--- src/hw/rtl/mexp_pkg.sv ---
`timescale 1ns / 1ps

package mexp_pkg;

  // field widths at the ports
  localparam int BASE_BITS      = 63;
  localparam int EXP_FIELD_BITS = 63;
  localparam int MOD_FIELD_BITS = 31;
  localparam int POWER_BITS     = 31;

  // exponent bits scanned and modulus bits kept
  localparam int EXP_BITS = 63;
  localparam int MOD_BITS = 31;

  // bit counter of the serial multiplier, sized for the longest operand
  localparam int CNT_W    = $clog2(BASE_BITS + 1);
  localparam int PAD_BITS = BASE_BITS - MOD_BITS;

  localparam longint MODULUS_RESET = 64'd1000000007;

endpackage

--- src/hw/rtl/modular_exponentiation_top.sv ---
`timescale 1ns / 1ps

// modular exponentiation: power = base ** exponent mod modulus
// command channel: base and exponent are taken at a clock edge with start
// high and busy low; busy stays high until the result is out.
// result channel: power is valid for exactly one cycle while done is high;
// the receiver cannot stall it, so it must take the result in that cycle.
// configuration: modulus is written at any edge with modulus_we high; the
// user must write it only while busy is low; the block does not enforce it.
// reset loads 1000000007. the base is first reduced by m with one modular
// multiply, then each scanned exponent bit costs one square plus one
// multiply when the bit is set; scanning ends at the highest set bit, whose
// square is skipped. a zero exponent or zero modulus answers in the cycle
// after start, without the multiplier. the shared bit-serial multiplier
// sets the pace, one item at a time.
// reset clears the controller and abandons any item in progress.
module modular_exponentiation_top import mexp_pkg::*; (
  input  logic                      clk,
  input  logic                      rst,
  input  logic                      start,
  output logic                      busy,
  input  logic [BASE_BITS-1:0]      base,
  input  logic [EXP_FIELD_BITS-1:0] exponent,
  input  logic                      modulus_we,
  input  logic [MOD_FIELD_BITS-1:0] modulus,
  output logic                      done,
  output logic [POWER_BITS-1:0]     power
);

  typedef enum logic [4:0] {
    S_IDLE   = 5'b00001,
    S_REDUCE = 5'b00010,
    S_STEP   = 5'b00100,
    S_ACC    = 5'b01000,
    S_SQ     = 5'b10000
  } state_t;

  state_t state;

  logic [MOD_BITS-1:0]  m;
  logic [MOD_BITS-1:0]  acc;
  logic [MOD_BITS-1:0]  b;
  logic [EXP_BITS-1:0]  e;

  logic                 mul_go;
  logic [BASE_BITS-1:0] mul_x;
  logic [CNT_W-1:0]     mul_len;
  logic [MOD_BITS-1:0]  mul_y;
  logic                 mul_done;
  logic [MOD_BITS-1:0]  mul_prod;

  mexp_mul u_mul (
    .clk  (clk),
    .rst  (rst),
    .go   (mul_go),
    .x    (mul_x),
    .len  (mul_len),
    .y    (mul_y),
    .m    (m),
    .done (mul_done),
    .prod (mul_prod)
  );

  // modulus register
  always_ff @(posedge clk) begin
    if (rst) begin
      m <= MOD_BITS'(MODULUS_RESET);
    end else if (modulus_we) begin
      m <= modulus[MOD_BITS-1:0];
    end
  end

  // controller and operand registers
  always_ff @(posedge clk) begin
    if (rst) begin
      state  <= S_IDLE;
      mul_go <= 1'b0;
      done   <= 1'b0;
    end else begin
      mul_go <= 1'b0;
      done   <= 1'b0;
      case (state)
        S_IDLE: begin
          if (start) begin
            e <= exponent[EXP_BITS-1:0];
            if (exponent[EXP_BITS-1:0] == '0) begin
              power <= POWER_BITS'(1);
              done  <= 1'b1;
            end else if (m == '0) begin
              power <= '0;
              done  <= 1'b1;
            end else begin
              // reduce the base first
              mul_x   <= base;
              mul_len <= CNT_W'(BASE_BITS);
              mul_y   <= MOD_BITS'(1);
              mul_go  <= 1'b1;
              acc     <= (m == MOD_BITS'(1)) ? '0 : MOD_BITS'(1);
              state   <= S_REDUCE;
            end
          end
        end
        S_REDUCE: begin
          if (mul_done) begin
            b     <= mul_prod;
            state <= S_STEP;
          end
        end
        S_STEP: begin
          // multiply into the result on a set bit, else go straight to squaring
          mul_len <= CNT_W'(MOD_BITS);
          mul_y   <= b;
          mul_go  <= 1'b1;
          if (e[0]) begin
            mul_x <= {acc, {PAD_BITS{1'b0}}};
            state <= S_ACC;
          end else begin
            mul_x <= {b, {PAD_BITS{1'b0}}};
            state <= S_SQ;
          end
        end
        S_ACC: begin
          if (mul_done) begin
            acc <= mul_prod;
            if ((e >> 1) == '0) begin
              // no set bits left: the result is final
              power <= POWER_BITS'(mul_prod);
              done  <= 1'b1;
              state <= S_IDLE;
            end else begin
              mul_x   <= {b, {PAD_BITS{1'b0}}};
              mul_len <= CNT_W'(MOD_BITS);
              mul_y   <= b;
              mul_go  <= 1'b1;
              state   <= S_SQ;
            end
          end
        end
        S_SQ: begin
          if (mul_done) begin
            b     <= mul_prod;
            e     <= e >> 1;
            state <= S_STEP;
          end
        end
        default: begin
          state <= S_IDLE;
        end
      endcase
    end
  end

  assign busy = (state != S_IDLE);

endmodule

--- src/hw/rtl/mexp_mul.sv ---
`timescale 1ns / 1ps

// bit-serial modular multiply: prod = (x * y) mod m, x scanned msb first
// x is left-aligned in a BASE_BITS register, len gives the number of bits
// with y = 1 the same loop reduces x by m
module mexp_mul import mexp_pkg::*; (
  input  logic                clk,
  input  logic                rst,
  input  logic                go,
  input  logic [BASE_BITS-1:0] x,
  input  logic [CNT_W-1:0]    len,
  input  logic [MOD_BITS-1:0] y,
  input  logic [MOD_BITS-1:0] m,
  output logic                done,
  output logic [MOD_BITS-1:0] prod
);

  logic                 run;
  logic [BASE_BITS-1:0] xs;
  logic [CNT_W-1:0]     cnt;
  logic [MOD_BITS-1:0]  yr;
  logic [MOD_BITS-1:0]  r;
  logic [MOD_BITS-1:0]  r_next;

  logic [MOD_BITS:0] mw;
  logic [MOD_BITS:0] dbl;
  logic [MOD_BITS:0] dbl_red;
  logic [MOD_BITS:0] sum;
  logic [MOD_BITS:0] sum_red;

  // one step: r = (2r mod m + bit * y) mod m, each part a single compare-subtract
  always_comb begin
    mw      = {1'b0, m};
    dbl     = {r, 1'b0};
    dbl_red = (dbl >= mw) ? (dbl - mw) : dbl;
    sum     = {1'b0, dbl_red[MOD_BITS-1:0]} + (xs[BASE_BITS-1] ? {1'b0, yr} : '0);
    sum_red = (sum >= mw) ? (sum - mw) : sum;
    r_next  = sum_red[MOD_BITS-1:0];
  end

  // control
  always_ff @(posedge clk) begin
    if (rst) begin
      run  <= 1'b0;
      done <= 1'b0;
    end else begin
      done <= 1'b0;
      if (go) begin
        run <= 1'b1;
      end else if (run && cnt == CNT_W'(1)) begin
        run  <= 1'b0;
        done <= 1'b1;
      end
    end
  end

  // datapath shift registers
  always_ff @(posedge clk) begin
    if (go) begin
      xs  <= x;
      cnt <= len;
      yr  <= y;
      r   <= '0;
    end else if (run) begin
      xs  <= {xs[BASE_BITS-2:0], 1'b0};
      cnt <= cnt - CNT_W'(1);
      r   <= r_next;
    end
  end

  assign prod = r;

endmodule
--- config.mk ---
export PLATFORM = sky130hd
export DESIGN_NAME = modular_exponentiation_top
export DESIGN_NICKNAME = d
export VERILOG_FILES = /design/src/hw/rtl/mexp_pkg.sv /design/src/hw/rtl/modular_exponentiation_top.sv /design/src/hw/rtl/mexp_mul.sv
export SDC_FILE = /design/constraint.sdc
export NUM_CORES = 1
export LEC_CHECK = 0
export ABC_AREA = 1
export BUFFER_PORTS_ARGS = -buffer_cell sky130_fd_sc_hd__clkbuf_2
export CAP_MARGIN = 20
export CORE_ASPECT_RATIO = 1.25
export CORE_MARGIN = 2
export CORE_UTILIZATION = 40
export CTS_CLUSTER_DIAMETER = 120
export DETAILED_ROUTE_END_ITERATION = 8
export HOLD_SLACK_MARGIN = 0.08
export SKIP_LAST_GASP = 1
export SLEW_MARGIN = 5
export SYNTH_ARGS = -nofsm -noshare
export SYNTH_HDL_FRONTEND = slang
export SYNTH_SLANG_ARGS = --single-unit
--- constraint.sdc ---
create_clock -name clk -period 11.63 [get_ports clk]
set_input_delay 1.163 -clock clk [delete_from_list [all_inputs] [get_ports clk]]
set_output_delay 1.163 -clock clk [all_outputs]
set_load 0.02 [all_outputs]
==> results_dict.tcl, run 1 <==
set metrics [dict create \
    reg.largest.list "e x63, mul_x x63, u_mul.xs x63" \
    final_util_pct 46.2 \
    place_hpwl_mm 55.2 \
    slew_headroom_pct 34.5 \
    grt_usage_pct 23.6 \
    initial_core_util_pct 40.6 \
    seq_power_share_pct 27.3 \
    synthTopCellsByArea "edfxtp_1, nand2_1, dfxtp_1" \
    critical_path_buf_inv_count 6 \
    finalSetupViolCount 0 \
    arrival_ns 7.36 \
    cts_made_buffers 46 \
    hold_viol_final 0 \
    gp_congestion 0.933 \
    grt_pass1_wl_mm 108 \
    coreArea_sq_um 57300 \
    post_cts_resized 0 \
    crit_path_start_kind "flop" \
    drive_gt1_share_pct 10.5 \
    crit_path_end_kind "flop" \
    layout_min_cycle_time_ns 6.88 \
    cts_tree "done" \
    final_area_sq_um 26500 \
    fin_skew_ns 0.0374 \
    syn_nets 3040 \
    port_buffers 193 \
    postCtsSetupBuffers 0 \
    fill_cells 5659 \
    critPathKind "reg2reg" \
    rsz0062_at_grt "no" \
    clkLatencyLatePin_ns 0.61 \
    cpMaxStageDelayCell "fa_1" \
    rows 98 \
    fp.dieH_um 273 \
    synth_ff_type "edfxtp_1" \
    setup_tns_ns 0 \
    syn_to_final_growth_pct 13.9 \
    dp.cells 3667 \
    switchingPower_uw 3440 \
    clkSinkCount 422 \
    drt_iter0_drc 1147 \
    ys_warn_count 0 \
    async_flop_share_pct 0 \
    status "finished clean" \
    vias 19000 \
    synth_edf_count 351 \
    power_density_nw_per_um2 279 \
    period_share_pct 59.2 \
    die_w_um 220 \
    ys_seq_area_share_pct 51.5 \
    synth_seq_cells 422 \
    clkPwrFrac_pct 19.1 \
    fmax_ghz 0.145 \
    clk_pin_slew_ns 0.06 \
    h-tree-depth 2 \
    synthTopCellsByCount "nand2_1, inv_1, edfxtp_1" \
    ant_nets 0 \
    timing.hold.worst.class "reg2reg" \
    viasPerCell 5.06 \
    num_io_pins 194 \
    yosysTopAreaCell "edfxtp_1" \
    syn_inst 2781 \
    max_stage_delay_ns 0.58 \
    cpMostUsedCell "nand2_1" \
    hold_ws_ns 0.420 \
    switching_share_pct 46.7 \
    layout.nets 3226 \
    worstPathMaxFanout 47 \
    cell_internal_pwr_uw 3930 \
    place_area_sq_um 25000 \
    combPwrFrac_pct 53.6 \
    synth_cell_types 47 \
    firstDrtPassIters 5 \
    antenna_found_initial 0 \
    required_ns 12.11 \
    synth_top_area_share_pct 45.4 \
    postRouteWirelength_mm 70.6 \
    postSynthAreaPerCell_sq_um 8.35 \
    drv_slew 0 \
    drc_errors 0 \
    critical_path.top_delay_family "simple AND/OR/NAND/NOR gates" \
    worst_ir_drop_vdd_uv 152 \
    cts_buffer_depth 3 \
    synthesis.area_sq_um 23200 \
    p_leak_uw 0.0121 \
    grt_pass1_vias 19200 \
    max_cap_violations 0 \
    overflow 0 \
    diodes 0 \
    avgRoutedWirePerCell_um 18.8 \
    hold_buffers 0 \
    grt_max_degree 84 \
    worst_pin_slew_ns 0.982 \
    layout.cells.non_filler 3755 \
    yosys.cell_count.top_type "nand2_1" \
    fp.dieArea_sq_um 60000 \
    ctsRootBufferMaster "clkbuf_16" \
]
[cells by family (layout without fill, tap and decap cells)]
group / after synthesis / in the layout / synth area share (%)
AND/OR/NAND/NOR: 1383 / 1383 / 24.4
XOR/XNOR: 63 / 63 / 2.38
buffers and inverters: 445 / 669 / 7.47
adder cells (fa/ha/maj): 98 / 98 / 5.38
flip-flops: 422 / 422 / 51.5
AO/OA/AOI/OAI: 370 / 370 / 8.86
[metrics by stage]
step / power [uW] / worst slack [ns]
after floorplan: 4850 / 2.80
after global placement: 5950 / 4.79
after detailed placement: 5940 / 4.80
after CTS: 7380 / 4.75
after global routing: 7940 / 4.22
final: 7380 / 4.75
[area by class of cell]
cell class                 count  area [sq um]  share of cell area, %
clock inverter                34           278                   1.05
multi-input combinational   1914          9570                   36.2
tap                          750           938                   3.55
inverter                     369          1390                   5.24
sequential                   422         12000                   45.2
timing repair buffer         214          1150                   4.34
clock buffer                  52          1170                   4.44
[layer usage]
| metal | global-route usage [%] | routed length, um | vias up |
|---|---|---|---|
| li1 | - | - | 9531 |
| met1 | 31.0 | 31000 | 8902 |
| met2 | 40.2 | 33900 | 455 |
| met3 | 2.40 | 3180 | 105 |
| met4 | 8.59 | 2510 | 0 |
| met5 | 0 | 0 | - |
[worst paths after layout]
path,start,to,slack [ns],depth (start not counted)
min,mul_y[28],u_mul.yr[28],0.42,0
max reg2reg,m[0],u_mul.prod[24],4.75,34
max,m[0],u_mul.prod[24],4.75,34
min reg2reg,mul_y[28],u_mul.yr[28],0.42,0
[worst register-to-register path: cells and delay by family, from the launching register on]
| kind | cells | cell delay, ns |
|---|---|---|
| AND/OR/NAND/NOR | 19 | 2.21 |
| adder cells (fa/ha/maj) | 3 | 1.36 |
| AO/OA/AOI/OAI | 5 | 1.25 |
| buffers and inverters | 6 | 1.19 |
| flip-flops | 1 | 0.45 |
| XOR/XNOR | 1 | 0.32 |
[cell usage in the layout (no fill, tap or decap), drive strengths merged, types with 3 or more instances in the layout]
master / instances
nand3b: 16
o211ai: 21
a21o: 7
nor4: 31
buf: 21
nand4: 26
o21a: 4
o21bai: 17
o21ai: 139
a22oi: 13
fa: 3
clkinvlp: 4
xor2: 33
clkinv: 27
nand3: 118
edfxtp: 351
a21oi: 160
clkbuf: 245
nor2: 249
nand2: 913
inv: 370
ha: 95
a21boi: 3
nor3: 26
dfxtp: 71
xnor2: 30
[power by group through the flow]
| stage | registers [uW] | clock network (uW) | logic [uW] |
|---|---|---|---|
| 2_1_floorplan | 2010 | 0 | 2840 |
| 3_3_place_gp | 2040 | 0 | 3910 |
| 3_5_place_dp | 2040 | 0 | 3900 |
| 4_1_cts | 2010 | 1440 | 3920 |
| 5_1_grt | 2030 | 1490 | 4410 |
| 6_report | 2010 | 1410 | 3950 |
(Power assumes the default switching activity.)
==> run 2, diff against run 1 <==
- clock period: 11.63 -> 5.5 ns (I/O delays scaled with it)
==> run 2 against run 1 <==
Net effect: combinational power rose to 3.0 times the previous value; wire length rose by 3.9%; via count rose by 7.2%; sequential power rose by 110%; design area rose by 12%; clock skew fell by 0.0068 ns; fmax rose by 29%; sequential share of layout area fell by 4.8 points; count of clock-buffer cells in the layout rose by 5; largest cell class unchanged.
==> results_dict.tcl, run 2 (same netlist as run 1, synthesis figures left out) <==
set metrics [dict create \
    antenna_found_initial 0 \
    place_hpwl_mm 56.9 \
    worst_pin_slew_ns 1.03 \
    clk_pin_slew_ns 0.06 \
    required_ns 5.96 \
    fin_skew_ns 0.0306 \
    rr_endpoint "u_mul.prod[24]" \
    cell_internal_pwr_uw 10700 \
    pre_cts_slack_ns -0.280 \
    diodes 0 \
    crit_path_end_kind "flop" \
    cts_made_buffers 45 \
    drive_gt1_share_pct 23.6 \
    holdPathStages 3 \
    grt_pass1_vias 20300 \
    max_stage_delay_ns 0.36 \
    crit_path_start_kind "flop" \
    reg2reg_from "m[11]" \
    whs_endpoint "m[2]" \
    cpMostUsedCell "nand2_1" \
    initial_core_util_pct 40.6 \
    period_share_pct 96.9 \
    clkPwrFrac_pct 14.9 \
    cts_tree "done" \
    ant_nets 0 \
    fmax_ghz 0.188 \
    slew_headroom_pct 31.2 \
    finalSetupViolCount 0 \
    hold_buffers 0 \
    worst_ir_drop_vdd_uv 360 \
    port_buffers 193 \
    arrival_ns 5.79 \
    status "finished clean" \
    cpMaxStageDelayCell "ha_1" \
    rsz0062_at_grt "yes" \
    avgRoutedWirePerCell_um 18.1 \
    vias 20400 \
    layout.nets 3531 \
    cts_buffer_depth 3 \
    final_util_pct 51.8 \
    place_area_sq_um 27100 \
    worstPathMaxFanout 7 \
    drt_iter0_drc 1352 \
    ctsRootBufferMaster "clkbuf_16" \
    r2r_slack_ns 0.17 \
    final_area_sq_um 29600 \
    drc_errors 0 \
    coreArea_sq_um 57300 \
    critPathKind "reg2reg" \
    firstDrtPassIters 5 \
    switchingPower_uw 8200 \
    gp_congestion 0.921 \
    min_from "modulus[2]" \
    fp.dieH_um 273 \
    h-tree-depth 2 \
    postRouteWirelength_mm 73.4 \
    combPwrFrac_pct 63.0 \
    drv_slew 0 \
    max_cap_violations 0 \
    setup_ws_ns 0.169 \
    hold_ws_ns 0.179 \
    clkSinkCount 422 \
    timing.hold.worst.class "in2reg" \
    reg.largest.list "e x63, mul_x x63, u_mul.xs x63" \
    fill_cells 5474 \
    num_io_pins 194 \
    hold_viol_final 0 \
    seq_power_share_pct 22.1 \
    grt_pass1_wl_mm 112 \
    die_w_um 220 \
    viasPerCell 5.02 \
    final_common_cell "nand2_1" \
    clkLatencyLatePin_ns 0.59 \
    layout_min_cycle_time_ns 5.33 \
    syn_to_final_growth_pct 27.6 \
    grt_usage_pct 24.2 \
    mostFrequentLayoutCells "nand2_1, edfxtp_1, inv_1" \
    reg2reg_depth 38 \
    power_density_nw_per_um2 639 \
    rows 98 \
    p_leak_uw 0.0137 \
    fp.dieArea_sq_um 60000 \
    overflow 0 \
    grt_max_degree 96 \
    switching_share_pct 43.3 \
]
[run 2: cell count changes in the layout (fill, tap and decap cells not counted), moves of 25 or more]
cell,delta
buf_4,+295
nor2_1,-30
ha_1,-28
nand2_1,-28
ha_4,+27
a21oi_1,-25
nand2_2,+25
[run 2: worst max-delay path by stage]
stage	startpoint	to	slack, ns	cells after the start
after CTS	m[1]	u_mul.prod[25]	0.002	38
after global placement	m[12]	u_mul.prod[28]	-0.20	36
after floorplan	state[0]	mul_len[5]	0.13	9
after global routing	m[6]	u_mul.prod[25]	-0.12	34
after detailed placement	m[12]	u_mul.prod[3]	-0.28	37
final	m[11]	u_mul.prod[24]	0.17	38
[run 2: power by group through the flow]
| stage | Sequential, uW | Clock [uW] | Combinational, uW |
|---|---|---|---|
| after floorplan | 4230 | 0 | 6010 |
| after global placement | 4220 | 0 | 10800 |
| after detailed placement | 4230 | 0 | 10900 |
| after CTS | 4180 | 2900 | 11100 |
| after global routing | 4230 | 3010 | 13000 |
| final | 4190 | 2830 | 11900 |
[run 2: critical path: cells and delay by family (launching register included)]
kind | cells | cell delay, ns
compound gates | 5 | 0.78
xor+xnor | 1 | 0.17
fa+ha+maj | 3 | 0.94
buf+inv | 6 | 0.72
flops | 1 | 0.32
simple gates | 23 | 2.24
[run 2: layout make-up]
type                    instances  area [sq um]  area share (%)
clock buffers                  57          1200            4.06
clock inverters                20           150           0.507
inverters                     369          1400            4.71
multi-input cells            1914         10400            35.1
flip-flops and latches        422         12000            40.4
well taps                     750           938            3.17
repair buffers                520          3590            12.1
[run 2: timing repair]
| action | in CTS | in global routing |
|---|---|---|
| buffers inserted | 6 | 22 |
| resized for setup | 42 | 177 |
| cloned | 1 | 2 |
| pin swaps | 9 | 49 |
| endpoints found under the setup margin | 31 | 31 |
| hold endpoints to repair | 0 | 0 |
[run 2: layer usage]
metal	vias to the layer above	routed length (um)	GRT usage, %
li1	10100	-	-
met2	491	35800	41.8
met4	0	2230	7.52
met3	117	3280	2.57
met5	-	0	0
met1	9612	32100	31.9
[run 2: stage by stage]
stage / TNS (ns) / cells / power (uW)
floorplan: 0 / 2781 / 10200
global placement: -5.75 / 3942 / 15100
detailed placement: -8.14 / 3942 / 15100
CTS: 0 / 4026 / 18200
global route: -1.40 / 4052 / 20300
finish: 0 / 4052 / 18900
==> run 3, diff against run 2 <==
- SKIP_LAST_GASP: 1 -> not set
- clock period: 5.5 -> 4.7 ns (I/O delays scaled with it)
==> run 3 against run 2 <==
Net effect: the flow now finishes with violations (negative setup slack); clock power increased by 27%; non-clock buffer count increased by 154; sequential share of layout area is 3.2 points lower; die area stayed put; critical path type unchanged; critical endpoint is now u_mul.prod[30]; count of clock-buffer cells in the layout up 1; highest routed layer unchanged; largest cell class unchanged; largest power group unchanged.
==> results_dict.tcl, run 3 (same netlist as run 1, synthesis figures left out) <==
set metrics [dict create \
    grt_pass1_vias 21300 \
    overflow 0 \
    crit_path_end_kind "flop" \
    violations "negative setup slack" \
    required_ns 5.22 \
    max_cap_violations 0 \
    min_from "modulus[24]" \
    antenna_found_initial 0 \
    reg2reg_from "u_mul.prod[26]" \
    port_buffers 193 \
    die_w_um 220 \
    coreArea_sq_um 57300 \
    drc_errors 0 \
    layout_min_cycle_time_ns 5.25 \
    ctsRootBufferMaster "clkbuf_16" \
    ant_nets 0 \
    r2r_slack_ns -0.55 \
    mostFrequentLayoutCells "nand2_1, buf_4, edfxtp_1" \
    critical_path.top_delay_family "simple AND/OR/NAND/NOR gates" \
    avgRoutedWirePerCell_um 18.3 \
    cp-endpoint "u_mul.prod[30]" \
    worstPathMaxFanout 6 \
    diodes 0 \
    critical_path_buf_inv_count 9 \
    layout.nets 3688 \
    hold_buffers 0 \
    fmax_ghz 0.190 \
    firstDrtPassIters 6 \
    final_common_cell "nand2_1" \
    fp.dieH_um 273 \
    reg.largest.list "e x63, mul_x x63, u_mul.xs x63" \
    setup_ws_ns -0.553 \
    place_hpwl_mm 57.1 \
    arrival_ns 5.77 \
    timing.hold.worst.class "in2reg" \
    drt_iter0_drc 1332 \
    cts_made_buffers 46 \
    gp_congestion 0.945 \
    clkLatencyLatePin_ns 0.60 \
    cpMaxStageDelayCell "dfxtp_1" \
    reg2reg_depth 37 \
    finalSetupViolCount 31 \
    cts_buffer_depth 3 \
    num_io_pins 194 \
    p_total_uw 25800 \
    crit_path_start_kind "flop" \
    power_density_nw_per_um2 800 \
    cts_tree "done" \
    hold_viol_final 0 \
    period_share_pct 112 \
    rows 98 \
    slew_headroom_pct 38.8 \
    fill_cells 5143 \
    max_stage_delay_ns 0.40 \
    grt_max_degree 96 \
    clkSinkCount 422 \
    worst_ir_drop_vdd_uv 575 \
    grt_usage_pct 24.9 \
    fp.dieArea_sq_um 60000 \
    dp.cells 4064 \
    fin_skew_ns 0.0239 \
    clk_pin_slew_ns 0.05 \
    crit_start "u_mul.prod[26]" \
    layout.cells.non_filler 4215 \
    viasPerCell 5.05 \
    rr_endpoint "u_mul.prod[30]" \
    cpMostUsedCell "buf_4" \
    h-tree-depth 2 \
    postRouteWirelength_mm 77.1 \
    drv_slew 0 \
    drive_gt1_share_pct 32.6 \
    p_leak_uw 0.0147 \
    worst_pin_slew_ns 0.918 \
    initial_core_util_pct 40.6 \
    cp_num_cells 37 \
    syn_to_final_growth_pct 38.6 \
    vias 21300 \
    grt_pass1_wl_mm 116 \
    rsz0062_at_grt "yes" \
    status "complete, but fails checks" \
    critPathKind "reg2reg" \
]
run 3: worst min-delay path by stage:
stage                   endpoint  slack (ns)  cells after the start
floorplan            u_mul.yr[0]        0.40                      0
global placement    u_mul.yr[21]        0.40                      0
detailed placement   u_mul.yr[2]        0.41                      0
CTS                        m[24]        0.09                      3
global route               m[29]        0.12                      3
finish                     m[24]        0.11                      3
run 3: report_power, final:
part	switching (uW)	total, uW	leakage (uW)	internal [uW]
clock network	1540	3580	0.000715	2030
registers	232	4900	0.00386	4670
logic	9260	17300	0.0101	8030
total	11000	25800	0.0147	14700
run 3: layout make-up:
class | instances | area [sq um] | share of cell area [%]
Clock buffer | 58 | 1230 | 3.81
Clock inverter | 26 | 262 | 0.812
Inverter | 369 | 1390 | 4.32
Multi-Input combinational cell | 1916 | 11500 | 35.7
Sequential cell | 422 | 12000 | 37.2
Tap cell | 750 | 938 | 2.91
Timing Repair Buffer | 674 | 4910 | 15.3
run 3: per-layer routing:
| metal | up-vias | GRT usage (%) | wire (um) |
|---|---|---|---|
| li1 | 10400 | - | - |
| met1 | 10100 | 32.0 | 32600 |
| met2 | 590 | 43.9 | 38300 |
| met3 | 149 | 2.30 | 3350 |
| met4 | 0 | 8.43 | 2840 |
| met5 | - | 0 | 0 |
run 3: timing repair:
action                                  in CTS  in global routing
endpoints found under the setup margin      31                 31
pin swaps                                  102                 94
setup buffers                               41                 16
gates cloned                                 6                  3
resized for setup                          245                224
run 3: tightest hold or removal path, stage by stage:
cell and delay, ns:
clkbuf_2 0.08, a21oi_1 0.06, o21ai_0 0.06
run 3: through the flow:
stage	TNS (ns)	utilization (%)	worst slack (ns)	instance area [sq um]	hold WS [ns]
final	-14.30	56.2	-0.553	32200	0.113
after CTS	-12.38	54.3	-0.443	31100	0.0867
after global routing	-20.96	56.2	-0.762	32200	0.121
after global placement	-31.66	49.0	-1.04	28100	0.401
after detailed placement	-31.72	49.0	-1.05	28100	0.405
after floorplan	0	-	0.00858	23300	0.400
